### config.mk
export PLATFORM = sky130hd
export DESIGN_NAME = dbm_mix
export DESIGN_NICKNAME = d
export VERILOG_FILES = /design/src/dc_blocked_mixer_ring_top_defines.svh /design/src/dbm_pkg.sv /design/src/dbm_mix.sv
export SDC_FILE = /design/constraint.sdc
export NUM_CORES = 1
export LEC_CHECK = 0
export BUFFER_PORTS_ARGS = -buffer_cell sky130_fd_sc_hd__buf_2
export CORE_MARGIN = 3
export CORE_UTILIZATION = 50
export DETAILED_ROUTE_END_ITERATION = 12
export PLACE_DENSITY = 0.8
export SYNTH_ARGS = -nofsm -noshare
export SYNTH_HDL_FRONTEND = slang
export SYNTH_SLANG_ARGS = --single-unit
### constraint.sdc
create_clock -name vclk -period 16.7
set_clock_uncertainty 0.1 [all_clocks]
set_input_delay 3.34 -clock vclk [all_inputs]
set_output_delay 3.34 -clock vclk [all_outputs]
set_load 0.02 [all_outputs]
### src/dc_blocked_mixer_ring_top_defines.svh
// Assertion helpers for the mixer ring.
`ifndef DC_BLOCKED_MIXER_RING_TOP_DEFINES_SVH
`define DC_BLOCKED_MIXER_RING_TOP_DEFINES_SVH

// Clocked property, quiet while reset is applied.
`define DBM_ASSERT(label, prop, msg) \
	label: assert property (@(posedge clk) disable iff (!arst_n) prop) else $error(msg);

// Implication checked on the following clock.
`define DBM_ASSERT_NEXT(label, cond, prop, msg) \
	label: assert property (@(posedge clk) disable iff (!arst_n) (cond) |=> (prop)) \
		else $error(msg);

`endif

### src/dbm_pkg.sv
package dbm_pkg;

	localparam int RING_FRAMES = 4096;
	localparam int RING_AW     = $clog2(RING_FRAMES);

	localparam int SAMPLE_W = 16;
	localparam int WAVE_W   = 8;
	localparam int SUM_W    = 11;   // five 8-bit channels, max 1275
	localparam int AC_W     = 12;   // sum - estimate, -1275..1275
	localparam int GAIN_W   = 10;
	localparam int SHIFT_W  = 4;
	localparam int PROD_W   = AC_W + GAIN_W;

	localparam logic [GAIN_W-1:0]  GAIN_RESET  = GAIN_W'(40);
	localparam logic [SHIFT_W-1:0] SHIFT_RESET = SHIFT_W'(8);

	localparam logic signed [PROD_W-1:0] SAT_MAX = PROD_W'(32767);
	localparam logic signed [PROD_W-1:0] SAT_MIN = -PROD_W'(32768);

	localparam logic [SUM_W-1:0] DC_MAX = SUM_W'(1275);

	typedef enum logic [0:0] {
		CMD_PUSH = 1'b0,
		CMD_POP  = 1'b1
	} cmd_t;

	typedef enum logic [0:0] {
		REG_GAIN     = 1'b0,
		REG_DC_SHIFT = 1'b1
	} cfg_reg_t;

	typedef struct packed {
		cmd_t              command;
		logic [WAVE_W-1:0] wave_pulse_one;
		logic [WAVE_W-1:0] wave_pulse_two;
		logic [WAVE_W-1:0] wave_triangle;
		logic [WAVE_W-1:0] wave_noise;
		logic [WAVE_W-1:0] wave_dpcm;
	} in_word_t;

	typedef struct packed {
		logic signed [SAMPLE_W-1:0] left_sample;
		logic signed [SAMPLE_W-1:0] right_sample;
		logic                       frame_valid;
	} out_word_t;

endpackage

### src/dbm_mix.sv
module dbm_mix
	import dbm_pkg::*;
(
	input  in_word_t                   word,
	input  logic [SUM_W-1:0]           dc_est,
	input  logic [GAIN_W-1:0]          gain,
	input  logic [SHIFT_W-1:0]         dc_shift,
	output logic signed [SAMPLE_W-1:0] sample,
	output logic [SUM_W-1:0]           dc_next
);

	logic [SUM_W-1:0]         sum;
	logic signed [AC_W-1:0]   ac;
	logic signed [AC_W-1:0]   step;
	logic signed [AC_W-1:0]   dc_wide;
	logic signed [PROD_W-1:0] prod;

	always_comb begin
		sum = SUM_W'(word.wave_pulse_one) + SUM_W'(word.wave_pulse_two)
		    + SUM_W'(word.wave_triangle) + SUM_W'(word.wave_noise)
		    + SUM_W'(word.wave_dpcm);
		ac = $signed(AC_W'(sum)) - $signed(AC_W'(dc_est));
		// >>> on signed floors, matching the tracker's rounding
		step    = ac >>> dc_shift;
		dc_wide = $signed(AC_W'(dc_est)) + step;
		dc_next = dc_wide[SUM_W-1:0];
		prod = PROD_W'(ac) * $signed({1'b0, gain});
		if (prod > SAT_MAX) begin
			sample = SAMPLE_W'(SAT_MAX);
		end else if (prod < SAT_MIN) begin
			sample = SAMPLE_W'(SAT_MIN);
		end else begin
			sample = prod[SAMPLE_W-1:0];
		end
	end

endmodule

==> impl_summary.md <==
Layout
The flip-flop and latch count is 0. The clock buffer instance count of the final layout is 0. Relative to the synthesized area, the layout overhead comes to 9.56%. The diode insertion count for antenna repair is 0.

In the final layout, flip-flops and latches occupy 0 sq um. For this run, the post-layout net count is 1,182. In the final layout, the share of cells above drive strength 1 is 14.3%.

STA
Measured against its own limit, the worst slew margin works out to around 46%. After layout, the worst path uses 96.3% of the clock period. The time the final worst path needs with I/O delays and setup is 16.09 ns. Setup violations remaining at the end of the flow were counted as 0. Setup repair after global routing left no endpoint under its margin.

The final-report max-slew violation count is 0. The count of endpoints failing hold in the final timing report is 0. Derived from the worst setup path, the maximum achievable clock frequency is 62.2 MHz. For the pin with the worst max-slew slack, the measured transition is about 0.80 ns. The final total negative setup slack is 0 ns.

Global route
The total congestion overflow after global routing is 0. The via count of the first global-routing pass came to 5,873. The number of antenna violations at the first check in global routing is 0. The maximum number of pins on one net before global-route repair is 16. The first global-routing pass estimated 25,900 microns of wire. For this run, the total global-route usage over all layers was measured as 20.3%.

Yosys
The synthesized-area fraction occupied by adder cells is 53.8%. The share of synthesized area in the top cell type comes to 40.4%. For this run, the register share of the synthesized area comes to 0%.

The net count of the mapped netlist is 1,107. After Yosys synthesis, and, or, nand and nor cells account for 13.0% of the synthesized area. In the synthesized netlist, the cells that appear most often are sky130_fd_sc_hd__inv_1, sky130_fd_sc_hd__fa_1, sky130_fd_sc_hd__nand2_1.

In this run, distinct cell masters in the synthesized netlist total 52. The largest total area in the synthesized netlist belongs to sky130_fd_sc_hd__fa_1. The most repeated cell in the gate-level netlist after synthesis is sky130_fd_sc_hd__inv_1. The count of mapped cells out of synthesis is between 800 and 900. Summing the areas of all xor and xnor instances in the mapped netlist gives 5.68% of the synthesized area. During synthesis, Yosys emitted a total of 0 warnings. The synthesized netlist devotes 11.8% of its cell area to compound gates. In the post-synthesis netlist, the biggest area contributors are sky130_fd_sc_hd__fa_1, sky130_fd_sc_hd__ha_1, sky130_fd_sc_hd__inv_1, sky130_fd_sc_hd__nand2_1, sky130_fd_sc_hd__and2_1. The average instance in the mapped netlist occupies 8.37 sq um. Multiplexer cells account for 1.80% of the synthesized area. After synthesis, the largest family of logic cells by area is adder cells. The synthesized netlist occupies a cell area of around 6900 sq um.

Floorplan
The floorplan die area is 15,300 sq um. The overall die height is about 120 microns. The core region area is 13,400 sq um.

The initial utilization of the core area, before any placement, comes to 51.8%. The floorplan has 42 rows. The count of pins on the block boundary is 93.

The die boundary width is 124 microns.

Detailed routing
Dividing the detail-routed wire length by the instance count gives between 10 and 15 microns. The via density per instance is 5.12. The routed layout has 5,517 vias. After the first detailed-routing iteration, the DRC count stood at 298.

The post-detailed-route DRC marker count is 0. The first-pass iteration count of the detailed router is 4. The count of nets left with antenna violations once routing finished came out at 0. Wires add up to 14,300 microns.

Critical path
The critical path data arrival time is 12.65 ns. The critical path startpoint is word[19]. Along the worst path, the maximum fanout reaches 15. The most frequent cell on the critical path is sky130_fd_sc_hd__fa_1. The classification of the worst setup path is in2out.

The worst-path cell with the longest stage delay is sky130_fd_sc_hd__fa_2. The category of the worst setup path launch point is a primary input. The largest stage delay on the critical path is 0.63 ns. The worst setup path is captured at an output pin. The required time of the critical path is between 10 and 15 ns.

Placement
The port buffer count is 92. The final estimated routing congestion in global placement is 0.897. The wire-length estimate of the detail-placed layout is 12,600 microns.

Clock network
The hold buffer count at CTS is 0. The quantity of gates resized following cts is 0. Post-CTS timing repair inserted 0 buffers for setup.

Job
The reported max-cap violation count is 0.

Worst hold path
The worst hold path begins at dc_est[0]. The class of the most critical hold timing path is in2out.

Status
The run finished with clean final reports.
-- worst max-delay path: cells and delay by family --
kind	cells	cell delay, ns
compound gates	11	2.43
xor+xnor	1	0.21
fa+ha+maj	10	4.85
buf+inv	9	1.07
simple gates	4	0.71
-- final timing paths --
| kind | slack, ns | end | cells past startpoint |
|---|---|---|---|
| hold / removal | 6.97 | dc_next[0] | 3 |
| setup / recovery | 0.61 | sample[12] | 35 |
-- cell usage in the layout (no fill, tap or decap), types with 8 or more instances in the layout --
cell type / count
sky130_fd_sc_hd__a21oi_1: 31
sky130_fd_sc_hd__inv_1: 222
sky130_fd_sc_hd__nor2_1: 22
sky130_fd_sc_hd__nor2b_1: 15
sky130_fd_sc_hd__nand2_1: 79
sky130_fd_sc_hd__o21ai_0: 28
sky130_fd_sc_hd__fa_1: 139
sky130_fd_sc_hd__xnor2_1: 27
sky130_fd_sc_hd__a211oi_1: 8
sky130_fd_sc_hd__and2_1: 45
sky130_fd_sc_hd__xor2_1: 15
sky130_fd_sc_hd__a21o_1: 9
sky130_fd_sc_hd__ha_1: 72
sky130_fd_sc_hd__mux2i_1: 8
sky130_fd_sc_hd__buf_2: 92
sky130_fd_sc_hd__buf_4: 10
-- cells by family (layout without fill, tap and decap cells) --
logic type,count (synthesis),after routing
simple gates,185,185
buf+inv,253,326
compound gates,120,120
mux,11,11
xor+xnor,45,45
fa+ha+maj,215,215
-- layer usage --
layer  up-vias  wire (microns)  global-route usage, %
met5         -               0                      0
met4         0             180                   2.56
met3        16             450                  0.227
met2       120            7520                   38.4
met1      2708            6160                   27.0
li1       2673               -                      -
-- final cells by class --
type / instances / area [sq um]
inverters: 224 / 841
repair buffers: 102 / 536
well taps: 176 / 220
fillers: 1213 / 5800
multi-input cells: 576 / 6010
-- stage by stage --
stage	util [%]	hold WS (ns)	worst slack (ns)	instance area, sq um	instances
floorplan	-	6.79	0.854	6940	829
global placement	56.5	6.96	0.471	7570	1078
detailed placement	56.5	6.97	0.418	7570	1078
CTS	56.5	6.97	0.395	7570	1078
global route	56.7	6.99	0.0132	7600	1078
finish	56.7	6.97	0.611	7600	1078
Power is left out: the tool's default activity adds up to more than one toggle a clock period on the data nets, which glitch-free logic cannot reach.
